## config.mk

```make
export PLATFORM = sky130hd
export DESIGN_NAME = windowed_event_rate_score
export DESIGN_NICKNAME = d
export VERILOG_FILES = /design/src/wers_pkg.sv /design/src/wers_cell.sv /design/src/wers_div.sv /design/src/windowed_event_rate_score.sv
export SDC_FILE = /design/constraint.sdc
export NUM_CORES = 2
export LEC_CHECK = 0
export BUFFER_PORTS_ARGS = -buffer_cell sky130_fd_sc_hd__buf_2
export CORE_ASPECT_RATIO = 0.5
export CORE_MARGIN = 1.5
export CORE_UTILIZATION = 28
export CTS_BUF_LIST = sky130_fd_sc_hd__clkbuf_16
export DETAILED_ROUTE_END_ITERATION = 7
export PLACE_DENSITY_LB_ADDON = 0.3
export RECOVER_POWER = 100
export SYNTH_ARGS = -nofsm -noshare
export SYNTH_HDL_FRONTEND = slang
export SYNTH_SLANG_ARGS = --single-unit
```

## constraint.sdc

```tcl
create_clock -name clk -period 12.3 [get_ports clk]
set_clock_uncertainty 0.15 [all_clocks]
set_input_delay 1.23 -clock clk [delete_from_list [all_inputs] [get_ports clk]]
set_output_delay 1.23 -clock clk [all_outputs]
set_load 0.1 [all_outputs]
```

## src/wers_pkg.sv

```systemverilog
// ----------------------------------------------------------------------------
// wers_pkg: shared types and constants
// Widths, codes and the token that walks the stamp cell chain.
// ----------------------------------------------------------------------------
package wers_pkg;

    localparam int RING_DEPTH = 16;
    localparam int TIME_WIDTH = 32;

    localparam int IDX_W   = (RING_DEPTH > 1) ? $clog2(RING_DEPTH) : 1;
    localparam int CNT_W   = $clog2(RING_DEPTH + 1);
    localparam int NUM_W   = $clog2(100 * RING_DEPTH + 1);
    localparam int SCORE_W = 7;
    localparam int HLEN_W  = 5;
    localparam int WIN_W   = 32;
    localparam int CMP_W   = (TIME_WIDTH > WIN_W) ? TIME_WIDTH : WIN_W;
    localparam int CFG_IDX_W = 2;

    localparam logic [1:0] ACT_FAIL  = 2'd0;
    localparam logic [1:0] ACT_FULL  = 2'd1;
    localparam logic [1:0] ACT_QUERY = 2'd2;

    localparam logic [CFG_IDX_W-1:0] CFG_HISTORY_LEN = 2'd0;
    localparam logic [CFG_IDX_W-1:0] CFG_WINDOW_MS   = 2'd1;

    localparam logic [HLEN_W-1:0] HLEN_RESET   = 5'd16;
    localparam logic [WIN_W-1:0]  WINDOW_RESET = 32'd1000;

    typedef logic [TIME_WIDTH-1:0] stamp_t;
    typedef logic [WIN_W-1:0]      win_t;
    typedef logic [CNT_W-1:0]      cnt_t;
    typedef logic [IDX_W-1:0]      idx_t;

    typedef struct packed {
        logic valid;
        cnt_t fail_cnt;
        cnt_t full_cnt;
    } tok_t;

endpackage

```

## src/wers_cell.sv

```systemverilog
// ----------------------------------------------------------------------------
// wers_cell: one stamp slot of each ring
// Holds a failure stamp and a full stamp, tests both against the window and
// adds its hits to the count token before handing it to the next cell.
// ----------------------------------------------------------------------------
module wers_cell (
    input  logic             clk,
    input  logic             rst_n,
    input  wers_pkg::stamp_t now,
    input  wers_pkg::win_t   window,
    input  wers_pkg::stamp_t wr_data,
    input  logic             wr_fail,
    input  logic             wr_full,
    input  logic             vld_fail,
    input  logic             vld_full,
    input  wers_pkg::tok_t   tok_in,
    output wers_pkg::tok_t   tok_out
);
    import wers_pkg::*;

    stamp_t fail_stamp_reg;
    stamp_t full_stamp_reg;
    tok_t   tok_reg;
    tok_t   tok_next;
    stamp_t fail_age;
    stamp_t full_age;
    logic   fail_hit;
    logic   full_hit;

    always_ff @(posedge clk)
    begin
        if (wr_fail)
        begin
            fail_stamp_reg <= wr_data;
        end
        if (wr_full)
        begin
            full_stamp_reg <= wr_data;
        end
    end

    // modular age, wraps with the time base
    always_comb
    begin
        fail_age = now - fail_stamp_reg;
        full_age = now - full_stamp_reg;
        fail_hit = vld_fail && (CMP_W'(fail_age) < CMP_W'(window));
        full_hit = vld_full && (CMP_W'(full_age) < CMP_W'(window));
        tok_next.valid    = tok_in.valid;
        tok_next.fail_cnt = tok_in.fail_cnt + CNT_W'(fail_hit);
        tok_next.full_cnt = tok_in.full_cnt + CNT_W'(full_hit);
    end

    always_ff @(posedge clk or negedge rst_n)
    begin
        if (!rst_n)
        begin
            tok_reg <= '0;
        end
        else
        begin
            tok_reg <= tok_next;
        end
    end

    assign tok_out = tok_reg;

endmodule

```

## src/wers_div.sv

```systemverilog
// ----------------------------------------------------------------------------
// wers_div: restoring divider for the percent score
// One quotient bit per cycle; done is raised as the last quotient bit is stored.
// ----------------------------------------------------------------------------
module wers_div (
    input  logic                          clk,
    input  logic                          rst_n,
    input  logic                          start,
    input  logic [wers_pkg::NUM_W-1:0]    num,
    input  wers_pkg::cnt_t                den,
    output logic                          done,
    output logic [wers_pkg::SCORE_W-1:0]  quo
);
    import wers_pkg::*;

    localparam int STEP_W = $clog2(NUM_W + 1);

    logic              active_reg;
    logic              done_reg;
    logic [STEP_W-1:0] step_reg;
    logic [NUM_W-1:0]  num_reg;
    logic [NUM_W-1:0]  quo_reg;
    cnt_t              rem_reg;
    cnt_t              den_reg;
    logic [CNT_W:0]    trial;
    logic              fits;
    cnt_t              rem_next;

    always_comb
    begin
        trial    = {rem_reg, num_reg[NUM_W-1]};
        fits     = trial >= {1'b0, den_reg};
        rem_next = fits ? CNT_W'(trial - {1'b0, den_reg}) : CNT_W'(trial);
    end

    always_ff @(posedge clk or negedge rst_n)
    begin
        if (!rst_n)
        begin
            active_reg <= 1'b0;
            done_reg   <= 1'b0;
            step_reg   <= '0;
        end
        else
        begin
            done_reg <= 1'b0;
            if (start)
            begin
                active_reg <= 1'b1;
                step_reg   <= '0;
            end
            else if (active_reg)
            begin
                step_reg <= step_reg + STEP_W'(1);
                if (step_reg == STEP_W'(NUM_W - 1))
                begin
                    active_reg <= 1'b0;
                    done_reg   <= 1'b1;
                end
            end
        end
    end

    always_ff @(posedge clk)
    begin
        if (start)
        begin
            num_reg <= num;
            den_reg <= den;
            rem_reg <= '0;
            quo_reg <= '0;
        end
        else if (active_reg)
        begin
            num_reg <= {num_reg[NUM_W-2:0], 1'b0};
            rem_reg <= rem_next;
            quo_reg <= {quo_reg[NUM_W-2:0], fits};
        end
    end

    assign done = done_reg;
    assign quo  = SCORE_W'(quo_reg);

endmodule

```

## src/windowed_event_rate_score.sv

```systemverilog
// ----------------------------------------------------------------------------
// windowed_event_rate_score: sliding-window failure/full event rate scorer
// Event requests are stored when accepted. For a query the count token walks
// the cell chain, then the dividers.
// One request is in work at a time; the result register frees the input side.
// Reset clears fills, ring pointers and the config to 16 slots, 1000 ms.
// ----------------------------------------------------------------------------
module windowed_event_rate_score (
    input  logic                               clk,
    input  logic                               rst_n,
    input  logic                               in_valid,
    output logic                               in_stall,
    input  logic [1:0]                         action,
    input  logic [31:0]                        time_ms,
    output logic                               out_valid,
    input  logic                               out_stall,
    output logic [6:0]                         score,
    output logic [6:0]                         fail_rate,
    output logic [6:0]                         full_rate,
    input  logic                               cfg_valid,
    output logic                               cfg_ready,
    input  logic [wers_pkg::CFG_IDX_W-1:0]     cfg_index,
    input  logic [31:0]                        cfg_data
);
    import wers_pkg::*;

    localparam logic [1:0] S_IDLE = 2'd0;
    localparam logic [1:0] S_SCAN = 2'd1;
    localparam logic [1:0] S_DIV  = 2'd2;
    localparam logic [1:0] S_HOLD = 2'd3;

    typedef struct packed {
        idx_t slot;
        cnt_t fill;
        idx_t next;
    } rec_t;

    logic [1:0]        state_reg, state_next;
    logic [HLEN_W-1:0] hlen_reg;
    win_t              window_reg;
    stamp_t            now_reg;
    logic              inj_reg;
    cnt_t              fail_fill_reg, full_fill_reg;
    idx_t              fail_next_reg, full_next_reg;
    logic              out_valid_reg;
    logic [6:0]        score_reg, fail_rate_reg, full_rate_reg;

    logic              in_acc;
    logic              rec_fail, rec_full, query;
    stamp_t            now_in;
    cnt_t              eff_len;
    rec_t              fail_rec, full_rec;
    tok_t              chain [RING_DEPTH+1];
    logic              div_start;
    logic              fail_done, full_done;
    logic [6:0]        fail_quo, full_quo;
    logic [6:0]        fail_pct, full_pct;
    logic              load_out;

    function automatic rec_t ring_step(cnt_t fill, idx_t next, cnt_t len);
        rec_t r;
        cnt_t slot_w;
        cnt_t next_w;
        if (fill < len)
        begin
            slot_w = fill;
            r.fill = fill + CNT_W'(1);
        end
        else
        begin
            slot_w = (CNT_W'(next) < len) ? CNT_W'(next) : '0;
            r.fill = fill;
        end
        next_w = slot_w + CNT_W'(1);
        r.slot = IDX_W'(slot_w);
        r.next = (next_w >= len) ? '0 : IDX_W'(next_w);
        return r;
    endfunction

    always_comb
    begin
        if (hlen_reg == '0)
        begin
            eff_len = CNT_W'(1);
        end
        else if (32'(hlen_reg) > RING_DEPTH)
        begin
            eff_len = CNT_W'(RING_DEPTH);
        end
        else
        begin
            eff_len = CNT_W'(hlen_reg);
        end
    end

    assign in_stall = (state_reg != S_IDLE);
    assign in_acc   = in_valid && !in_stall;
    assign rec_fail = in_acc && (action == ACT_FAIL);
    assign rec_full = in_acc && (action == ACT_FULL);
    assign query    = in_acc && (action == ACT_QUERY);
    assign now_in   = TIME_WIDTH'(time_ms);
    assign fail_rec = ring_step(fail_fill_reg, fail_next_reg, eff_len);
    assign full_rec = ring_step(full_fill_reg, full_next_reg, eff_len);
    assign cfg_ready = 1'b1;

    // config registers
    always_ff @(posedge clk or negedge rst_n)
    begin
        if (!rst_n)
        begin
            hlen_reg   <= HLEN_RESET;
            window_reg <= WINDOW_RESET;
        end
        else if (cfg_valid && cfg_ready)
        begin
            unique case (cfg_index)
                CFG_HISTORY_LEN: hlen_reg   <= cfg_data[HLEN_W-1:0];
                CFG_WINDOW_MS:   window_reg <= cfg_data;
                default:         ;
            endcase
        end
    end

    // ring pointers
    always_ff @(posedge clk or negedge rst_n)
    begin
        if (!rst_n)
        begin
            fail_fill_reg <= '0;
            fail_next_reg <= '0;
            full_fill_reg <= '0;
            full_next_reg <= '0;
        end
        else
        begin
            if (rec_fail)
            begin
                fail_fill_reg <= fail_rec.fill;
                fail_next_reg <= fail_rec.next;
            end
            if (rec_full)
            begin
                full_fill_reg <= full_rec.fill;
                full_next_reg <= full_rec.next;
            end
        end
    end

    always_ff @(posedge clk)
    begin
        if (query)
        begin
            now_reg <= now_in;
        end
    end

    // cell chain: inject an empty token, collect the counts at the far end
    assign chain[0].valid    = inj_reg;
    assign chain[0].fail_cnt = '0;
    assign chain[0].full_cnt = '0;

    for (genvar gi = 0; gi < RING_DEPTH; gi++)
    begin : g_cell
        wers_cell u_cell (
            .clk      (clk),
            .rst_n    (rst_n),
            .now      (now_reg),
            .window   (window_reg),
            .wr_data  (now_in),
            .wr_fail  (rec_fail && (fail_rec.slot == IDX_W'(gi))),
            .wr_full  (rec_full && (full_rec.slot == IDX_W'(gi))),
            .vld_fail (CNT_W'(gi) < fail_fill_reg),
            .vld_full (CNT_W'(gi) < full_fill_reg),
            .tok_in   (chain[gi]),
            .tok_out  (chain[gi+1])
        );
    end

    assign div_start = (state_reg == S_SCAN) && chain[RING_DEPTH].valid;

    wers_div u_div_fail (
        .clk   (clk),
        .rst_n (rst_n),
        .start (div_start),
        .num   (NUM_W'(chain[RING_DEPTH].fail_cnt) * NUM_W'(100)),
        .den   (fail_fill_reg),
        .done  (fail_done),
        .quo   (fail_quo)
    );

    wers_div u_div_full (
        .clk   (clk),
        .rst_n (rst_n),
        .start (div_start),
        .num   (NUM_W'(chain[RING_DEPTH].full_cnt) * NUM_W'(100)),
        .den   (full_fill_reg),
        .done  (full_done),
        .quo   (full_quo)
    );

    assign fail_pct = (fail_fill_reg == '0) ? '0 : fail_quo;
    assign full_pct = (full_fill_reg == '0) ? '0 : full_quo;
    assign load_out = (state_reg == S_HOLD) && (!out_valid_reg || !out_stall);

    always_comb
    begin
        state_next = state_reg;
        unique case (state_reg)
            S_IDLE: if (query) state_next = S_SCAN;
            S_SCAN: if (chain[RING_DEPTH].valid) state_next = S_DIV;
            S_DIV:  if (fail_done && full_done) state_next = S_HOLD;
            S_HOLD: if (load_out) state_next = S_IDLE;
            default: state_next = S_IDLE;
        endcase
    end

    always_ff @(posedge clk or negedge rst_n)
    begin
        if (!rst_n)
        begin
            state_reg     <= S_IDLE;
            inj_reg       <= 1'b0;
            out_valid_reg <= 1'b0;
        end
        else
        begin
            state_reg <= state_next;
            inj_reg   <= query;
            if (load_out)
            begin
                out_valid_reg <= 1'b1;
            end
            else if (!out_stall)
            begin
                out_valid_reg <= 1'b0;
            end
        end
    end

    // hold the result until the consumer takes it
    always_ff @(posedge clk)
    begin
        if (load_out)
        begin
            fail_rate_reg <= fail_pct;
            full_rate_reg <= full_pct;
            score_reg     <= (fail_pct > full_pct) ? fail_pct : full_pct;
        end
    end

    assign out_valid = out_valid_reg;
    assign score     = score_reg;
    assign fail_rate = fail_rate_reg;
    assign full_rate = full_rate_reg;

`ifndef NO_ASSERTIONS
    a_out_from_hold: assert property (@(posedge clk) disable iff (!rst_n)
        $rose(out_valid_reg) |-> $past(state_reg == S_HOLD))
        else $error("result raised outside hold state");

    a_fill_bound: assert property (@(posedge clk) disable iff (!rst_n)
        (32'(fail_fill_reg) <= RING_DEPTH) && (32'(full_fill_reg) <= RING_DEPTH))
        else $error("ring fill beyond depth");

    a_token_in_scan: assert property (@(posedge clk) disable iff (!rst_n)
        chain[RING_DEPTH].valid |-> (state_reg == S_SCAN))
        else $error("count token left chain outside scan");

    a_dividers_agree: assert property (@(posedge clk) disable iff (!rst_n)
        fail_done == full_done)
        else $error("dividers out of step");

    a_score_is_max: assert property (@(posedge clk) disable iff (!rst_n)
        out_valid_reg |-> ((score_reg == fail_rate_reg) || (score_reg == full_rate_reg))
                          && (score_reg >= fail_rate_reg) && (score_reg >= full_rate_reg))
        else $error("score is not the maximum");
`endif

endmodule
```

==> impl_results.md <==
* Final setup viols at 0
* Gate power share at 0.375
* Clk slew on worst S/H paths at 0.06 ns
* FF-to-FF End: g_cell[7].u_cell.tok_out[9]
* Tot GR Track Use at 0.206
* Post-route DRC at 0
* Total Routed Length at 445000 um
* Initial core utilization at 0.282
* HP Start: g_cell[0].u_cell.tok_out[10]
* Final hold slack at 0.170 ns
* Area Overhead vs Synth at 12.1%
* Max H-tree Level at 4
* Internal Pwr Total at 10.6 mW
* Vias per cell at 5.32
* Worst-Skew Late Latency at 0.89 ns
* CP peak stage delay at 2.68 ns
* Hold-fix buffers at CTS at 0
* CP arrival at 11.09 ns
* Antenna violations before repair at 75
* Worst-case vdd ir drop at 0.101 mV
* DR WL met3 at 41300 um
* M1 wire length at 196000 um
* Crit. End Element: flop
* Ys flop type: edfxtp_1
* Crit path max-delay cell type: clkbuf_1
* Post-layout min period at 10.50 ns
* Port bufs at 95
* Hold Crit Class: reg -> reg
* Worst setup SP type: flop
* Final Hold Fails at 0
* Reg2reg start: now_reg[10]
* Slew Viols, Final at 2630
* EDFF count, synth at 1105
* Fillers at 42237
* R2R setup slack at 1.80 ns
* # IOs at 97
* Commonest cells after routing, fill and taps aside: ha_1 (2132), inv_1 (1295), edfxtp_1 (1105), a21oi_1 (1034), xnor2_1 (708)
* Reg power frac at 0.327
* Vias at 94933
* Synth Net Count at 14065
* Most common cell after layout, fill and taps aside: ha_1
* Routed len/inst at 24.9 um
* Async S/R FF share, synth at 0.167
* Met2 WL at 189000 um
* Total Neg Setup Slack at 0 ns
* Share of post-route cells with drive strength above 1 at 0.0499
* Post-DP HPWL at 297000 um
* Setup CP Type: reg -> reg
* Seq/Total Area, Yosys at 0.341
* Hold path endpoint: g_cell[1].u_cell.tok_out[10]
* Syn Area/Cell at 9.77 sq um
* Largest net degree at the start of global routing at 100
* Status: finished, violations left
* Failing checks: capacitance limit, slew limit
* Root buf cell: clkbuf_16
* Die area at 0.417 sq mm
* Maximum clock path buffer count at 4
* Num rows at 166
* Top layer in use: met5
* Static Leak at 58.2 nW
* PwrDens at 133 mW/mm^2
* Fmax at 95.3 MHz
* Die H at 457 um
* Post-CTS setup buffer count at 0
* CTS tree: done
* CTS sink count at 1356
* Post-synth top area cell: edfxtp_1
* Mapped Cells at 11824
* Yosys warning count at 0
* Net Sw Frac at 0.387
* TritonRoute pass-1 iters at 7
* Hold Path Cell Cnt at 0
* GPL Wtd Cong at 0.923
* Num CTS Buffers at 165
* Netlist cell types at 100
* Switching power at 6.67 mW
* Reg2Reg Depth at 27
* Crit-path max FO at 21
* Seq cells post-synth at 1356
* Routed Antenna Nets at 0
* DP Cell Count at 17502
* Mapped Area at 0.115 sq mm
* Clk pwr share at 0.298
* Post-layout instance count excluding filler cells at 17828
* Layout Nets at 14450
* Fin crit share at 0.854
* Total power at 17.2 mW
* Die width at 911 um
* # resized after CTS at 0
* Largest cells by area after synthesis: edfxtp_1 (29%), ha_1 (23%), xnor2_1 (5.4%)
* Crit-path most repeated cell: ha_1
* Least-Margin Pin Slew at 5.48 ns
* Data required time of the worst path at 12.89 ns
* Max Cap Viol at 93
* Number of global-route vias before repair at 89722
* Top-area cell type share of the netlist area at 0.287
* GRT overflow at 0
* Initial drt markers at 10813
* Core Box Area at 0.410 sq mm
* First-pass GRT wire length at 632000 um
* RSZ-0062 raised after global routing: no
* Slew headroom at -2.66
## metal layers
metal  global-route usage  vias up
met1                0.290    46029
met5                    0        -
met3               0.0337      787
li1                     -    44183
met2                0.322     3922
met4               0.0704       12
## worst max-delay path, delay by kind of cell, from the launching register on
| kind | cells | cell delay [ns] |
|---|---|---|
| AOI/OAI and AO/OA | 13 | 3.49 |
| DFF | 1 | 0.35 |
| adders and majority gates | 4 | 1.44 |
| buffers and inverters | 2 | 3.91 |
| xor gates and xnor gates | 2 | 0.27 |
| and+or+nand+nor | 6 | 0.65 |
## power by group through the flow
stage	logic [mW]	registers (mW)	clock network (mW)
final	6.46	5.64	5.14
after floorplan	3.81	5.82	0
after detailed placement	6.41	5.72	0
after global routing	7.11	5.68	5.40
after CTS	6.46	5.63	5.24
after global placement	6.31	5.71	0
## worst max-delay path by stage
stage	startpoint	endpoint	slack (ns)	cells past startpoint
final	now_reg[10]	g_cell[7].u_cell.tok_out[9]	1.80	27
after CTS	now_reg[4]	g_cell[13].u_cell.tok_out[4]	3.64	20
after detailed placement	now_reg[4]	g_cell[13].u_cell.tok_out[4]	3.65	20
after global routing	now_reg[10]	g_cell[7].u_cell.tok_out[9]	1.77	27
after floorplan	now_reg[1]	g_cell[6].u_cell.tok_out[4]	4.91	26
after global placement	now_reg[4]	g_cell[13].u_cell.tok_out[4]	3.74	20
## synthesized netlist by cell type (125+ instances only)
cell type and number:
dfrtp_1 220, a21o_1 616, inv_1 1301, nor2b_1 235, nand2b_1 230, nand4_1 193, o21bai_1 125, o21a_1 229
nand2_1 496, nor2_1 635, a21oi_1 1033, ha_1 2132, xnor2_1 708, nand3_1 226, o21ai_0 619, nor3_1 169
edfxtp_1 1105, xor2_1 286
## cell families after synthesis
family          Yosys count  synth area share
compound gates         3352             0.187
xor+xnor                994            0.0754
fa+ha+maj              2168             0.237
buf+inv                1377            0.0448
flops                  1356             0.341
mux                      65           0.00613
other cells               1         0.0000325
simple gates           2511             0.109
## through the flow
step                      utilization  cell area [sq um]  setup WS (ns)
final                           0.316             129000           1.80
after global routing            0.316             129000           1.77
after CTS                       0.317             130000           3.64
after detailed placement        0.304             124000           3.65
after global placement          0.304             124000           3.74
after floorplan                     -             115000           4.91
## layout make-up
class                      count  area, sq um  share of cell area
clock inverter               117         1060             0.00823
sequential                  1356        39400               0.304
tap                         5460         6830              0.0528
timing repair buffer         293         1760              0.0136
inverter                    1302         4890              0.0378
multi-input combinational   9091        71100               0.549
antenna                       34         85.1            0.000657
clock buffer                 175         4380              0.0338
No activity file was read; power rests on OpenSTA's default activity.
